$ cat config.mk
export PLATFORM = sky130hd
export DESIGN_NAME = math_expression_tokenizer_flat
export DESIGN_NICKNAME = d
export VERILOG_FILES = /design/src/hw/rtl/mxt_pkg.sv /design/src/hw/rtl/mxt_if.sv /design/src/hw/rtl/math_expression_tokenizer.sv /design/src/hw/rtl/mxt_lexer.sv /design/src/hw/rtl/mxt_token_queue.sv /design/src/flat_wrapper.sv
export SDC_FILE = /design/constraint.sdc
export NUM_CORES = 1
export LEC_CHECK = 0
export BUFFER_PORTS_ARGS = -buffer_cell sky130_fd_sc_hd__buf_2
export CELL_PAD_IN_SITES_DETAIL_PLACEMENT = 1
export CELL_PAD_IN_SITES_GLOBAL_PLACEMENT = 1
export CORE_MARGIN = 2
export CORE_UTILIZATION = 50
export DETAILED_ROUTE_END_ITERATION = 10
export MAX_ROUTING_LAYER = met4
export PLACE_DENSITY = 0.8
export SLEW_MARGIN = 20
export SYNTH_ARGS = -nofsm -noshare
export SYNTH_HDL_FRONTEND = slang
export SYNTH_SLANG_ARGS = --single-unit
$ cat constraint.sdc
create_clock -name clk -period 6.8 [get_ports clk]
set_clock_uncertainty 0.1 [all_clocks]
set_input_delay 0.68 -clock clk [delete_from_list [all_inputs] [get_ports clk]]
set_output_delay 0.68 -clock clk [all_outputs]
set_load 0.05 [all_outputs]
$ cat src/hw/rtl/mxt_pkg.sv
`timescale 1ns / 1ps
// shared types and constants of the expression tokenizer
package mxt_pkg;

	localparam int CHAR_W     = 8;
	localparam int TOK_MANT_W = 48;
	localparam int FRAC_W     = 4;
	localparam int KIND_W     = 5;
	localparam int STAT_W     = 2;
	localparam int WORD_MAX   = 5;
	localparam int QDEPTH     = 4;
	localparam int QPTR_W     = 2;
	localparam int QCNT_W     = 3;

	localparam logic [KIND_W-1:0] KIND_NUMBER = 5'd0;
	localparam logic [KIND_W-1:0] KIND_PLUS   = 5'd11;
	localparam logic [KIND_W-1:0] KIND_MINUS  = 5'd12;
	localparam logic [KIND_W-1:0] KIND_TIMES  = 5'd13;
	localparam logic [KIND_W-1:0] KIND_DIVIDE = 5'd14;
	localparam logic [KIND_W-1:0] KIND_POWER  = 5'd15;
	localparam logic [KIND_W-1:0] KIND_LPAREN = 5'd16;
	localparam logic [KIND_W-1:0] KIND_RPAREN = 5'd17;
	localparam logic [KIND_W-1:0] KIND_END    = 5'd18;

	localparam logic [STAT_W-1:0] ST_OK      = 2'd0;
	localparam logic [STAT_W-1:0] ST_SYNTAX  = 2'd1;
	localparam logic [STAT_W-1:0] ST_KEYWORD = 2'd2;
	localparam logic [STAT_W-1:0] ST_MIXED   = 2'd3;

	localparam logic [1:0] VAR_NONE = 2'd0;

	// keyword indexes, kind is index plus one
	localparam logic [3:0] KW_THETA = 4'd7;
	localparam logic [3:0] KW_NONE  = 4'd10;

	localparam logic [FRAC_W-1:0] FRAC_MAX = 4'd15;

	typedef enum logic [4:0] {
		MODE_IDLE   = 5'b00001,
		MODE_NUMBER = 5'b00010,
		MODE_WORD   = 5'b00100,
		MODE_ERROR  = 5'b01000,
		MODE_MARK   = 5'b10000
	} mode_t;

	typedef struct packed {
		logic [KIND_W-1:0]     token_kind;
		logic [TOK_MANT_W-1:0] number_mantissa;
		logic [FRAC_W-1:0]     fraction_digits;
		logic [STAT_W-1:0]     status;
		logic                  last;
	} token_t;

	typedef struct packed {
		logic   v0;
		logic   v1;
		token_t t0;
		token_t t1;
	} push_t;

	function automatic logic [3:0] kw_match(input logic [WORD_MAX-1:0][7:0] w,
			input logic [2:0] len);
		logic [3:0] k;
		k = KW_NONE;
		if (len == 3'd3 && w[0] == "s" && w[1] == "i" && w[2] == "n") k = 4'd0;
		if (len == 3'd3 && w[0] == "c" && w[1] == "o" && w[2] == "s") k = 4'd1;
		if (len == 3'd3 && w[0] == "t" && w[1] == "a" && w[2] == "n") k = 4'd2;
		if (len == 3'd3 && w[0] == "a" && w[1] == "b" && w[2] == "s") k = 4'd3;
		if (len == 3'd4 && w[0] == "s" && w[1] == "q" && w[2] == "r" && w[3] == "t")
			k = 4'd4;
		if (len == 3'd2 && w[0] == "p" && w[1] == "i") k = 4'd5;
		if (len == 3'd1 && w[0] == "e") k = 4'd6;
		if (len == 3'd5 && w[0] == "t" && w[1] == "h" && w[2] == "e" && w[3] == "t"
				&& w[4] == "a") k = 4'd7;
		if (len == 3'd1 && w[0] == "x") k = 4'd8;
		if (len == 3'd1 && w[0] == "t") k = 4'd9;
		return k;
	endfunction

endpackage

$ cat src/hw/rtl/mxt_if.sv
`timescale 1ns / 1ps
// valid/ready channel interfaces of the expression tokenizer
interface mxt_char_if;
	import mxt_pkg::*;
	logic              valid;
	logic              ready;
	logic [CHAR_W-1:0] character;
	modport source (output valid, output character, input ready);
	modport sink (input valid, input character, output ready);
endinterface

interface mxt_token_if;
	import mxt_pkg::*;
	logic                  valid;
	logic                  ready;
	logic [KIND_W-1:0]     token_kind;
	logic [TOK_MANT_W-1:0] number_mantissa;
	logic [FRAC_W-1:0]     fraction_digits;
	logic [STAT_W-1:0]     status;
	logic                  last;
	modport source (output valid, output token_kind, output number_mantissa,
		output fraction_digits, output status, output last, input ready);
	modport sink (input valid, input token_kind, input number_mantissa,
		input fraction_digits, input status, input last, output ready);
endinterface

interface mxt_cfg_if;
	logic valid;
	logic ready;
	logic comma_decimal_mark;
	modport source (output valid, output comma_decimal_mark, input ready);
	modport sink (input valid, input comma_decimal_mark, output ready);
endinterface

$ cat src/hw/rtl/math_expression_tokenizer.sv
`timescale 1ns / 1ps
// top level of the arithmetic expression tokenizer
// usage:
//   chars  : one byte per item, a zero byte ends the expression
//   tokens : token items; the end token has last set and carries the status
//   cfg    : one-bit decimal mark select (0 point, 1 comma), write while idle
// tokens of an accepted character enter a four-entry queue at the accepting
// edge and leave one token per cycle while tokens.ready is high. chars takes
// one byte per cycle; ready drops while three or more tokens are held, since
// one byte can end a token and start another. a stalled receiver fills the
// queue and then holds off chars; nothing is lost. tokens come out of the
// lexer state with a word compare in the combinational path.
// reset clears the lexer, the queue and the decimal mark select. after a
// lexical error no tokens come until the zero byte, whose end token carries
// the error.
module math_expression_tokenizer #(
	parameter int MANTISSA_BITS = 48,
	parameter int DEPTH_BITS = 8
) (
	input  logic          clk,
	input  logic          arst_n,
	mxt_char_if.sink      chars,
	mxt_token_if.source   tokens,
	mxt_cfg_if.sink       cfg
);
	import mxt_pkg::*;

	logic              mark_q;
	logic              room;
	logic              accept;
	logic [QCNT_W-1:0] level;
	push_t             push;

	assign cfg.ready = 1'b1;
	assign chars.ready = room;
	assign accept = chars.valid && room;

	always_ff @(posedge clk or negedge arst_n) begin
		if (!arst_n) mark_q <= 1'b0;
		else if (cfg.valid) mark_q <= cfg.comma_decimal_mark;
	end

	mxt_lexer #(
		.MANTISSA_BITS(MANTISSA_BITS),
		.DEPTH_BITS(DEPTH_BITS)
	) u_lexer (
		.clk(clk),
		.arst_n(arst_n),
		.accept(accept),
		.c(chars.character),
		.comma_mark(mark_q),
		.push(push)
	);

	mxt_token_queue u_queue (
		.clk(clk),
		.arst_n(arst_n),
		.push(push),
		.room(room),
		.level(level),
		.tokens(tokens)
	);

	a_level: assert property (@(posedge clk) disable iff (!arst_n)
		level <= QCNT_W'(QDEPTH)) else $error("token queue overflow");
	a_end: assert property (@(posedge clk) disable iff (!arst_n)
		tokens.valid && tokens.last |-> tokens.token_kind == KIND_END)
		else $error("last set on a non-end token");
	a_mant: assert property (@(posedge clk) disable iff (!arst_n)
		tokens.valid && tokens.token_kind != KIND_NUMBER |->
		tokens.number_mantissa == '0 && tokens.fraction_digits == '0)
		else $error("mantissa on a non-number token");
	a_pair: assert property (@(posedge clk) disable iff (!arst_n)
		push.v1 |-> push.v0 && !push.t0.last && accept)
		else $error("bad token pair from lexer");

endmodule

$ cat src/hw/rtl/mxt_lexer.sv
`timescale 1ns / 1ps
// front end: character classification and token recognition
module mxt_lexer #(
	parameter int MANTISSA_BITS = 48,
	parameter int DEPTH_BITS = 8
) (
	input  logic                    clk,
	input  logic                    arst_n,
	input  logic                    accept,
	input  logic [mxt_pkg::CHAR_W-1:0] c,
	input  logic                    comma_mark,
	output mxt_pkg::push_t          push
);
	import mxt_pkg::*;

	mode_t                         mode_q, mode_n;
	logic [WORD_MAX-1:0][7:0]      letters_q;
	logic [2:0]                    len_q, len_n;
	logic [MANTISSA_BITS-1:0]      acc_q, acc_n;
	logic [FRAC_W-1:0]             frac_q, frac_n;
	logic                          seen_q, seen_n;
	logic [DEPTH_BITS-1:0]         depth_q, depth_n;
	logic                          neg_q, neg_n;
	logic [1:0]                    var_q, var_n;
	logic                          mixed_q, mixed_n;
	logic [STAT_W-1:0]             err_q, err_n;

	logic                          let_we;
	logic [2:0]                    let_idx;
	logic                          is_dig, is_alp, is_sp, is_mark, fall;
	logic [3:0]                    dig, kw;
	logic [MANTISSA_BITS+3:0]      wide;
	logic                          over;
	logic [MANTISSA_BITS+TOK_MANT_W-1:0] mant_ext;
	logic                          emit_a, emit_b;
	token_t                        tok_a, tok_b;
	logic [1:0]                    v;

	assign dig     = c[3:0];
	assign is_dig  = c >= "0" && c <= "9";
	assign is_alp  = (c >= "a" && c <= "z") || (c >= "A" && c <= "Z");
	assign is_sp   = c == " " || (c >= 8'd9 && c <= 8'd13);
	assign is_mark = comma_mark ? (c == ",") : (c == ".");
	// acc * 10 + digit, overflow shows in the top four bits
	assign wide = ({4'b0, acc_q} << 3) + ({4'b0, acc_q} << 1)
		+ {{MANTISSA_BITS{1'b0}}, dig};
	assign over = |wide[MANTISSA_BITS+3:MANTISSA_BITS];
	assign mant_ext = {{TOK_MANT_W{1'b0}}, acc_q};
	assign kw = kw_match(letters_q, len_q);
	assign v = 2'(kw - 4'd6);

	always_comb begin
		mode_n = mode_q; len_n = len_q; acc_n = acc_q; frac_n = frac_q;
		seen_n = seen_q; depth_n = depth_q; neg_n = neg_q; var_n = var_q;
		mixed_n = mixed_q; err_n = err_q;
		let_we = 1'b0; let_idx = len_q;
		emit_a = 1'b0; emit_b = 1'b0; tok_a = '0; tok_b = '0;
		fall = 1'b1;
		if (accept) begin
			case (mode_q)
				MODE_MARK, MODE_NUMBER: begin
					if (is_dig) begin
						mode_n = MODE_NUMBER;
						fall = 1'b0;
						if (!seen_q) begin
							acc_n = over ? '1 : wide[MANTISSA_BITS-1:0];
						end else if (!over && frac_q < FRAC_MAX) begin
							acc_n = wide[MANTISSA_BITS-1:0];
							frac_n = frac_q + 4'd1;
						end
					end else if (mode_q == MODE_MARK) begin
						if (err_q == ST_OK) err_n = ST_SYNTAX;
						mode_n = MODE_ERROR;
					end else if (is_mark && !seen_q) begin
						seen_n = 1'b1;
						fall = 1'b0;
					end else begin
						emit_a = 1'b1;
						tok_a.token_kind = KIND_NUMBER;
						tok_a.number_mantissa = mant_ext[TOK_MANT_W-1:0];
						tok_a.fraction_digits = frac_q;
						mode_n = MODE_IDLE;
					end
				end
				MODE_WORD: begin
					if (is_alp || is_dig) begin
						fall = 1'b0;
						let_we = len_q < 3'd5;
						if (len_q < 3'd6) len_n = len_q + 3'd1;
					end else begin
						mode_n = MODE_IDLE;
						if (kw == KW_NONE) begin
							if (err_q == ST_OK) err_n = ST_KEYWORD;
							mode_n = MODE_ERROR;
						end else begin
							if (kw >= KW_THETA) begin
								if (var_q == VAR_NONE) var_n = v;
								else if (var_q != v) mixed_n = 1'b1;
							end
							emit_a = 1'b1;
							tok_a.token_kind = KIND_W'(kw + 4'd1);
						end
					end
				end
				default: ;
			endcase
			if (fall) begin
				if (c == '0) begin
					emit_b = 1'b1;
					tok_b.token_kind = KIND_END;
					tok_b.last = 1'b1;
					if (err_n != ST_OK) tok_b.status = err_n;
					else if (mixed_n) tok_b.status = ST_MIXED;
					else if (depth_q != '0 || neg_q) tok_b.status = ST_SYNTAX;
					else tok_b.status = ST_OK;
					mode_n = MODE_IDLE; len_n = '0; acc_n = '0; frac_n = '0;
					seen_n = 1'b0; depth_n = '0; neg_n = 1'b0; var_n = VAR_NONE;
					mixed_n = 1'b0; err_n = ST_OK;
				end else if (mode_n != MODE_ERROR) begin
					mode_n = MODE_IDLE;
					if (is_sp) begin
					end else if (is_dig) begin
						mode_n = MODE_NUMBER;
						acc_n = {{(MANTISSA_BITS-4){1'b0}}, dig};
						frac_n = '0;
						seen_n = 1'b0;
					end else if (is_mark) begin
						mode_n = MODE_MARK;
						acc_n = '0;
						frac_n = '0;
						seen_n = 1'b1;
					end else if (is_alp) begin
						mode_n = MODE_WORD;
						let_we = 1'b1;
						let_idx = '0;
						len_n = 3'd1;
					end else begin
						emit_b = 1'b1;
						case (c)
							"+": tok_b.token_kind = KIND_PLUS;
							"-": tok_b.token_kind = KIND_MINUS;
							"*": tok_b.token_kind = KIND_TIMES;
							"/": tok_b.token_kind = KIND_DIVIDE;
							"^": tok_b.token_kind = KIND_POWER;
							"(": begin
								tok_b.token_kind = KIND_LPAREN;
								if (&depth_q) neg_n = 1'b1;
								else depth_n = depth_q + 1'b1;
							end
							")": begin
								tok_b.token_kind = KIND_RPAREN;
								if (depth_q == '0) neg_n = 1'b1;
								else depth_n = depth_q - 1'b1;
							end
							default: begin
								emit_b = 1'b0;
								if (err_q == ST_OK) err_n = ST_SYNTAX;
								mode_n = MODE_ERROR;
							end
						endcase
					end
				end
			end
		end
	end

	always_comb begin
		push = '0;
		if (emit_a) begin
			push.v0 = 1'b1;
			push.t0 = tok_a;
			push.v1 = emit_b;
			push.t1 = tok_b;
		end else begin
			push.v0 = emit_b;
			push.t0 = tok_b;
		end
	end

	always_ff @(posedge clk or negedge arst_n) begin
		if (!arst_n) begin
			mode_q <= MODE_IDLE; len_q <= '0; acc_q <= '0; frac_q <= '0;
			seen_q <= 1'b0; depth_q <= '0; neg_q <= 1'b0; var_q <= VAR_NONE;
			mixed_q <= 1'b0; err_q <= ST_OK;
		end else begin
			mode_q <= mode_n; len_q <= len_n; acc_q <= acc_n; frac_q <= frac_n;
			seen_q <= seen_n; depth_q <= depth_n; neg_q <= neg_n; var_q <= var_n;
			mixed_q <= mixed_n; err_q <= err_n;
		end
	end

	always_ff @(posedge clk) begin
		if (let_we) letters_q[let_idx] <= c;
	end

endmodule

$ cat src/hw/rtl/mxt_token_queue.sv
`timescale 1ns / 1ps
// back end: token queue with two-wide push that drives the output channel
module mxt_token_queue (
	input  logic                       clk,
	input  logic                       arst_n,
	input  mxt_pkg::push_t             push,
	output logic                       room,
	output logic [mxt_pkg::QCNT_W-1:0] level,
	mxt_token_if.source                tokens
);
	import mxt_pkg::*;

	token_t              mem_q [QDEPTH];
	logic [QPTR_W-1:0]   head_q, tail_q, tail1;
	logic [QCNT_W-1:0]   cnt_q;
	logic                pop;
	logic [1:0]          npush;

	assign tail1 = tail_q + 1'b1;
	assign pop = tokens.valid && tokens.ready;
	assign npush = {1'b0, push.v0} + {1'b0, push.v1};
	// room for two tokens from the next item
	assign room = cnt_q <= QCNT_W'(QDEPTH - 2);
	assign level = cnt_q;

	assign tokens.valid           = cnt_q != '0;
	assign tokens.token_kind      = mem_q[head_q].token_kind;
	assign tokens.number_mantissa = mem_q[head_q].number_mantissa;
	assign tokens.fraction_digits = mem_q[head_q].fraction_digits;
	assign tokens.status          = mem_q[head_q].status;
	assign tokens.last            = mem_q[head_q].last;

	always_ff @(posedge clk) begin
		if (push.v0) mem_q[tail_q] <= push.t0;
		if (push.v1) mem_q[tail1] <= push.t1;
	end

	always_ff @(posedge clk or negedge arst_n) begin
		if (!arst_n) begin
			head_q <= '0;
			tail_q <= '0;
			cnt_q <= '0;
		end else begin
			if (pop) head_q <= head_q + 1'b1;
			tail_q <= tail_q + QPTR_W'(npush);
			cnt_q <= cnt_q + QCNT_W'(npush) - QCNT_W'(pop);
		end
	end

endmodule

$ cat src/flat_wrapper.sv
// flat-port wrapper written by rule: the top's interface ports become plain ports
module math_expression_tokenizer_flat import mxt_pkg::*;
#(
	parameter int MANTISSA_BITS = 48,
	parameter int DEPTH_BITS = 8
)
  (clk, arst_n, chars_valid, chars_character, chars_ready, tokens_valid, tokens_token_kind, tokens_number_mantissa, tokens_fraction_digits, tokens_status, tokens_last, tokens_ready, cfg_valid, cfg_comma_decimal_mark, cfg_ready);
  mxt_char_if chars_i ();
  mxt_token_if tokens_i ();
  mxt_cfg_if cfg_i ();
  input  logic clk;
  input  logic arst_n;
  input wire logic [$bits(chars_i.valid)-1:0] chars_valid;
  input wire logic [$bits(chars_i.character)-1:0] chars_character;
  output wire logic [$bits(chars_i.ready)-1:0] chars_ready;
  output wire logic [$bits(tokens_i.valid)-1:0] tokens_valid;
  output wire logic [$bits(tokens_i.token_kind)-1:0] tokens_token_kind;
  output wire logic [$bits(tokens_i.number_mantissa)-1:0] tokens_number_mantissa;
  output wire logic [$bits(tokens_i.fraction_digits)-1:0] tokens_fraction_digits;
  output wire logic [$bits(tokens_i.status)-1:0] tokens_status;
  output wire logic [$bits(tokens_i.last)-1:0] tokens_last;
  input wire logic [$bits(tokens_i.ready)-1:0] tokens_ready;
  input wire logic [$bits(cfg_i.valid)-1:0] cfg_valid;
  input wire logic [$bits(cfg_i.comma_decimal_mark)-1:0] cfg_comma_decimal_mark;
  output wire logic [$bits(cfg_i.ready)-1:0] cfg_ready;
  assign chars_i.valid = chars_valid;
  assign chars_i.character = chars_character;
  assign chars_ready = chars_i.ready;
  assign tokens_valid = tokens_i.valid;
  assign tokens_token_kind = tokens_i.token_kind;
  assign tokens_number_mantissa = tokens_i.number_mantissa;
  assign tokens_fraction_digits = tokens_i.fraction_digits;
  assign tokens_status = tokens_i.status;
  assign tokens_last = tokens_i.last;
  assign tokens_i.ready = tokens_ready;
  assign cfg_i.valid = cfg_valid;
  assign cfg_i.comma_decimal_mark = cfg_comma_decimal_mark;
  assign cfg_ready = cfg_i.ready;
  math_expression_tokenizer #(.MANTISSA_BITS(MANTISSA_BITS), .DEPTH_BITS(DEPTH_BITS)) u_core (.clk(clk), .arst_n(arst_n), .chars(chars_i), .tokens(tokens_i), .cfg(cfg_i));
endmodule
; After elaboration in Yosys (flattened, before gate mapping)
; Memory sizes are Yosys's and may differ from the RTL's.
; Index checks and enable logic that the tools add are counted.
[word_totals]
mem_count = 1
reg_bits = 123
out_inout_bits = 63
mem_bits_rw = 240
input_bits = 14
[memory_table]
columns = name, depth, word_bits, rd, rd_clocked_by_memory_dff, write_ports, line
row1 = u_core.u_queue.mem_q, 4, 60, 1, 0, 2, mxt_token_queue.sv:13  ; token_t mem_q [QDEPTH];
[classes]
magnitude_cmp = 15
mux = 191
eq_ne = 48
addsub = 14
n_reduce_logical = 56
[op_table]
columns = op, count
row1 = $mux W48, 11
row2 = $mux W52, 4
row3 = $eq A8 B7 Y1 const B, 20
row4 = $mux W60, 2
row5 = $mux W5, 21
row6 = $mux W4, 23
row7 = $eq A8 B6 Y1 const B, 9
row8 = $mux W8, 9
row9 = $mux W1, 64
row10 = $mux W3, 21
row11 = $mux W57, 1
row12 = $add A51 B49 Y52, 1
row13 = $add A52 B4 Y52, 1
row14 = $mux W2, 25
row15 = $bwmux W40, 1
row16 = $logic_and A1 B1 Y1, 35
row17 = $pmux W5 S7, 1
row18 = $demux W8 S3, 1
row19 = $pmux W5 S2, 2
row20 = $reduce_and A10 Y1, 2
row21 = $ge A8 B7 Y1 const B, 2
row22 = $le A8 B7 Y1 const B, 2
row23 = $logic_not A8 Y1, 2
row24 = $pmux W8 S2, 1
row25 = other kinds (44), 63

; Depth between registers and ports, before layout
[logic_depth]
depth_word = 29
ltp_mapped = 25
depth_no_buf = 23

; By module
; Synthesis repeated with hierarchy kept, for this count alone.
[unflattened]
hier_cells = 1919
hier_area_um2 = 23005.8
[modules_own_cells]
columns = mod, seq_area_each_um2, n_inst, area_each_um2, cells_each
row1 = mxt_token_queue, 7382.1, 1, 11890.2, 620
row2 = mxt_lexer, 3079.2, 1, 11058.1, 1294
row3 = math_expression_tokenizer, 25.0, 1, 57.6, 5

; Worst setup path before layout
; No wires, ideal clock.
[synth_path]
path_type = register to register
startpoint = reg u_core.u_lexer.len_q[0]
endpoint = mem u_core.u_queue.mem_q[0][0] (netlist bit) (enable)
path_slack_ns = 1.874
t_required_ns = 6.415
stages_incl_launch_ff = 23
synth_period_minus_slack_ns = 4.926
arrival_time_ns = 4.541
cell_sequence = dfrtp_1 ha_1 ha_1 and4b_1 nand3_1 o32ai_1 a2111oi_1 ha_1 o2111a_1 o221ai_2 o211ai_1 nand2_2 buf_6 nand2_1 nand2_1 nand2_1 ha_1 or3_1 clkbuf_1 and2_1 clkbuf_1 clkbuf_1 inv_1
[synth_rtl]
columns = item, line
row1 = from (decl), mxt_lexer.sv:18  ; logic [2:0] len_q, len_n;
row2 = from (signal assigned), mxt_lexer.sv:186  ; mode_q <= mode_n; len_q <= len_n; acc_q <= acc_n; frac_q <= frac_n;
row3 = to (decl), mxt_token_queue.sv:13

==> impl_metrics.json <==
{
  "outcome": "complete, no violations",
  "min_period_ns": 5.61,
  "synth_edf_count": 72,
  "port_buffers": 75,
  "place_hpwl_um": 38900,
  "worst_pin_slew_ns": 1.06,
  "antenna_left": 0,
  "multi_input_area_um2": 10600,
  "firstDrtPassIters": 5,
  "ys_seq_elements": 363,
  "die_h_um": 202,
  "final_cell_mix": "a22o_1 (218), dfxtp_1 (208), nand2_1 (131)",
  "drive_gt1_frac": 0.154,
  "grt_pass1_vias": 16676,
  "syn_avg_cell_area_um2": 10.5,
  "rows": 72,
  "cp_cell_sequence": "nand3b_1 -> or4b_1 -> or3_1 -> nor4_1 -> a2111oi_2 -> ha_1 -> o2111ai_1 -> o2bb2ai_1 -> o211ai_1 -> nand2_2 -> nand2_1 -> nand2_1 -> nand2_1 -> ha_1 -> or3_1 -> nor2_4 -> buf_12 -> a22o_1",
  "fmax_mhz": 178,
  "gp_congestion": 0.939,
  "insertion_delay_ns": 0.57,
  "die_x_um": 202,
  "regArea_um2": 8410,
  "drtIter0Drc": 1159,
  "cts-root-buf": "clkbuf_16",
  "cts_tree": "built",
  "critPathMostFrequentCell": "nand2_1",
  "htree_levels": 2,
  "core_um2": 38600,
  "vdd_drop_max_mv": 0.211,
  "rsz0062_at_grt": "false",
  "cts.sinks": 363,
  "leakagePower_uw": 0.00907,
  "nets": 2021,
  "grt_pass1_wl_um": 93200,
  "relSlewSlack": 0.287,
  "yosysSeqAreaShare": 0.429,
  "syn-cell-area_um2": 19600,
  "initial_core_util": 0.506,
  "hold_class": "in2reg",
  "drt-vias-per-instance": 6.43,
  "critical_path_buf_inv_count": 1,
  "critical_path_class": "reg2reg",
  "antenna_found_initial": 0,
  "period_share": 0.825,
  "die_area_um2": 40700,
  "avgRoutedWirePerCell_um": 23.6,
  "cp_max_fo": 28,
  "synth_ff_type": "dfxtp_1",
  "track_usage": 0.293,
  "setup-violations-final": 0,
  "hold_viol": 0,
  "cts_buffers": 40,
  "critical_path_arrival_ns": 6.01,
  "drc_errors": 0,
  "synth_cells": 1857,
  "synthesis.nets": 1991,
  "cts_resized": 0,
  "cp_top_family": "simple AND/OR/NAND/NOR gates",
  "grt-ovfl-total": 0,
  "synth_cell_type_count": 102,
  "io_pins": 77,
  "critPathMaxStageDelay_ns": 0.78,
  "via_count": 15668,
  "yosysWarningCount": 0,
  "required_ns": 7.20,
  "grt_start_max_net_pins": 73,
  "clkTransAtPathRegs_ns": 0.06,
  "maxCapViolations": 0,
  "layout_commonest_cell": "a22o_1",
  "n_fill_cell": 4102,
  "fin_setup_tns_ns": 0,
  "fin_total_pwr_uw": 5940,
  "critPathLaunchType": "register",
  "drt-total-wl_um": 57500,
  "crit_slowest_cell": "nor2_4",
  "final_max_slew_viol_count": 0,
  "areaGrowthSynthToFinish_pct": 11.6,
  "synth-async-reset-ratio": 0.229,
  "power_density_nw_per_um2": 272,
  "endpoint_kind": "register",
  "insertedDiodeCount": 0,
  "cts_buffer_depth": 3
}
cells by family after synthesis:
logic type      after synthesis  share of synthesized area
compound gates              619                      0.236
simple gates                467                      0.122
flops                       363                      0.429
buf+inv                     159                     0.0343
fa+ha+maj                   120                     0.0783
mux                          66                     0.0723
xor+xnor                     62                     0.0277
other cells                   1                   0.000192
per-layer routing:
metal | vias up | GRT usage | share of wire
met3 | 101 | 0.0469 | 0.059
met5 | - | - | 0
met4 | 0 | 0.0840 | 0.023
met2 | 439 | 0.464 | 0.47
li1 | 7176 | - | -
met1 | 7952 | 0.391 | 0.45
final timing paths:
check | start | end | slack [ns] | cells past startpoint
max | u_core.u_lexer.letters_q[15]$_DFFE_PP_ | u_core.u_queue.mem_q[0][29]$_SDFFE_PP0P_ | 1.19 | 18
min | cfg_comma_decimal_mark | u_core.mark_q$_DFFE_PN0P_ | 0.27 | 2
max reg2reg | u_core.u_lexer.letters_q[15]$_DFFE_PP_ | u_core.u_queue.mem_q[0][29]$_SDFFE_PP0P_ | 1.19 | 18
min reg2reg | u_core.u_queue.mem_q[2][46]$_SDFFE_PP0P_ | u_core.u_queue.mem_q[2][46]$_SDFFE_PP0P_ | 0.37 | 1
min in group asynchronous | arst_n | u_core.mark_q$_DFFE_PN0P_ | 0.40 | 2
max in group asynchronous | arst_n | u_core.u_lexer.acc_q[43]$_DFFE_PN0P_ | 5.22 | 3
power by group:
group          internal, µW  leakage, µW  switching (µW)  total, µW
sequential             2270      0.00345             168       2440
clock                  1330     0.000683             949       2280
combinational           437      0.00494             787       1220
total                  4040      0.00907            1900       5940
synth_stat cells (8+ instances only):
library cell | n | area [µm²]
a22o_1 | 218 | 1910
dfxtp_1 | 208 | 4160
nand2_1 | 132 | 495
nor2_1 | 124 | 465
ha_1 | 116 | 1450
a21oi_1 | 101 | 505
clkbuf_1 | 84 | 315
dfrtp_1 | 82 | 2050
edfxtp_1 | 72 | 2160
o21ai_0 | 63 | 315
mux4_2 | 60 | 1350
inv_1 | 44 | 165
xnor2_1 | 39 | 342
nand3_1 | 31 | 155
o21a_1 | 30 | 225
o21ai_1 | 29 | 145
nor3_1 | 28 | 140
nand4_1 | 23 | 144
xor2_1 | 23 | 201
o211ai_1 | 18 | 135
nor2b_1 | 17 | 106
a31oi_1 | 15 | 93.8
a21o_1 | 14 | 105
o22ai_1 | 14 | 87.6
and2_1 | 13 | 81.3
buf_2 | 12 | 60.1
o21bai_1 | 12 | 90.1
or3_1 | 12 | 75.1
nand2b_1 | 11 | 68.8
nor4_1 | 11 | 68.8
o221ai_2 | 11 | 165
a211oi_1 | 9 | 67.6
o2bb2ai_1 | 9 | 78.8
nand3b_1 | 8 | 60.1
sequential cells by signal, indices dropped and copies added (netlist names), 2 cells and up:
name / count
u_core.u_lexer.err_q: 2
u_core.u_lexer.letters_q: 40
u_core.u_lexer.var_q: 2
u_core.u_queue.tail_q: 2
u_core.u_lexer.acc_q: 48
u_core.u_lexer.frac_q: 4
u_core.u_queue.head_q: 2
u_core.u_lexer.depth_q: 8
u_core.u_lexer.len_q: 3
u_core.u_queue.mem_q: 240
u_core.u_queue.level: 3
u_core.u_lexer.mode_q: 5
worst register-to-register path, delay by kind of cell (launching register included):
kind | cells | cell delay (ns)
adders and majority gates | 2 | 0.58
DFF | 1 | 0.36
AOI/OAI and AO/OA | 5 | 0.78
buffers and inverters | 1 | 0.31
and+or+nand+nor | 10 | 3.43
final cells by class:
| cell class | instances | area share |
|---|---|---|
| clock buffer | 50 | 0.0525 |
| clock inverter | 24 | 0.0113 |
| inverter | 45 | 0.00774 |
| multi-input combinational | 1335 | 0.483 |
| sequential | 363 | 0.385 |
| tap | 518 | 0.0297 |
| timing repair buffer | 102 | 0.0303 |
metrics by stage:
step | std cells | utilization | hold WS, ns | setup WS [ns] | area (µm²)
global route | 2437 | 0.565 | 0.262 | 0.814 | 21800
finish | 2437 | 0.565 | 0.267 | 1.19 | 21800
floorplan | 1857 | - | 0.284 | 1.87 | 19600
detailed placement | 2362 | 0.529 | 0.360 | 0.906 | 20400
global placement | 2362 | 0.529 | 0.356 | 1.12 | 20400
CTS | 2437 | 0.565 | 0.245 | 0.870 | 21800
what timing repair did:
| item | CTS | global route |
|---|---|---|
| hold buffers | 1 | 0 |
| endpoints found under the setup margin | 0 | 0 |
| hold endpoints to repair | 11 | 0 |
| buffers inserted | 0 | 0 |
Note: power is estimated with default switching activity, not from simulation.
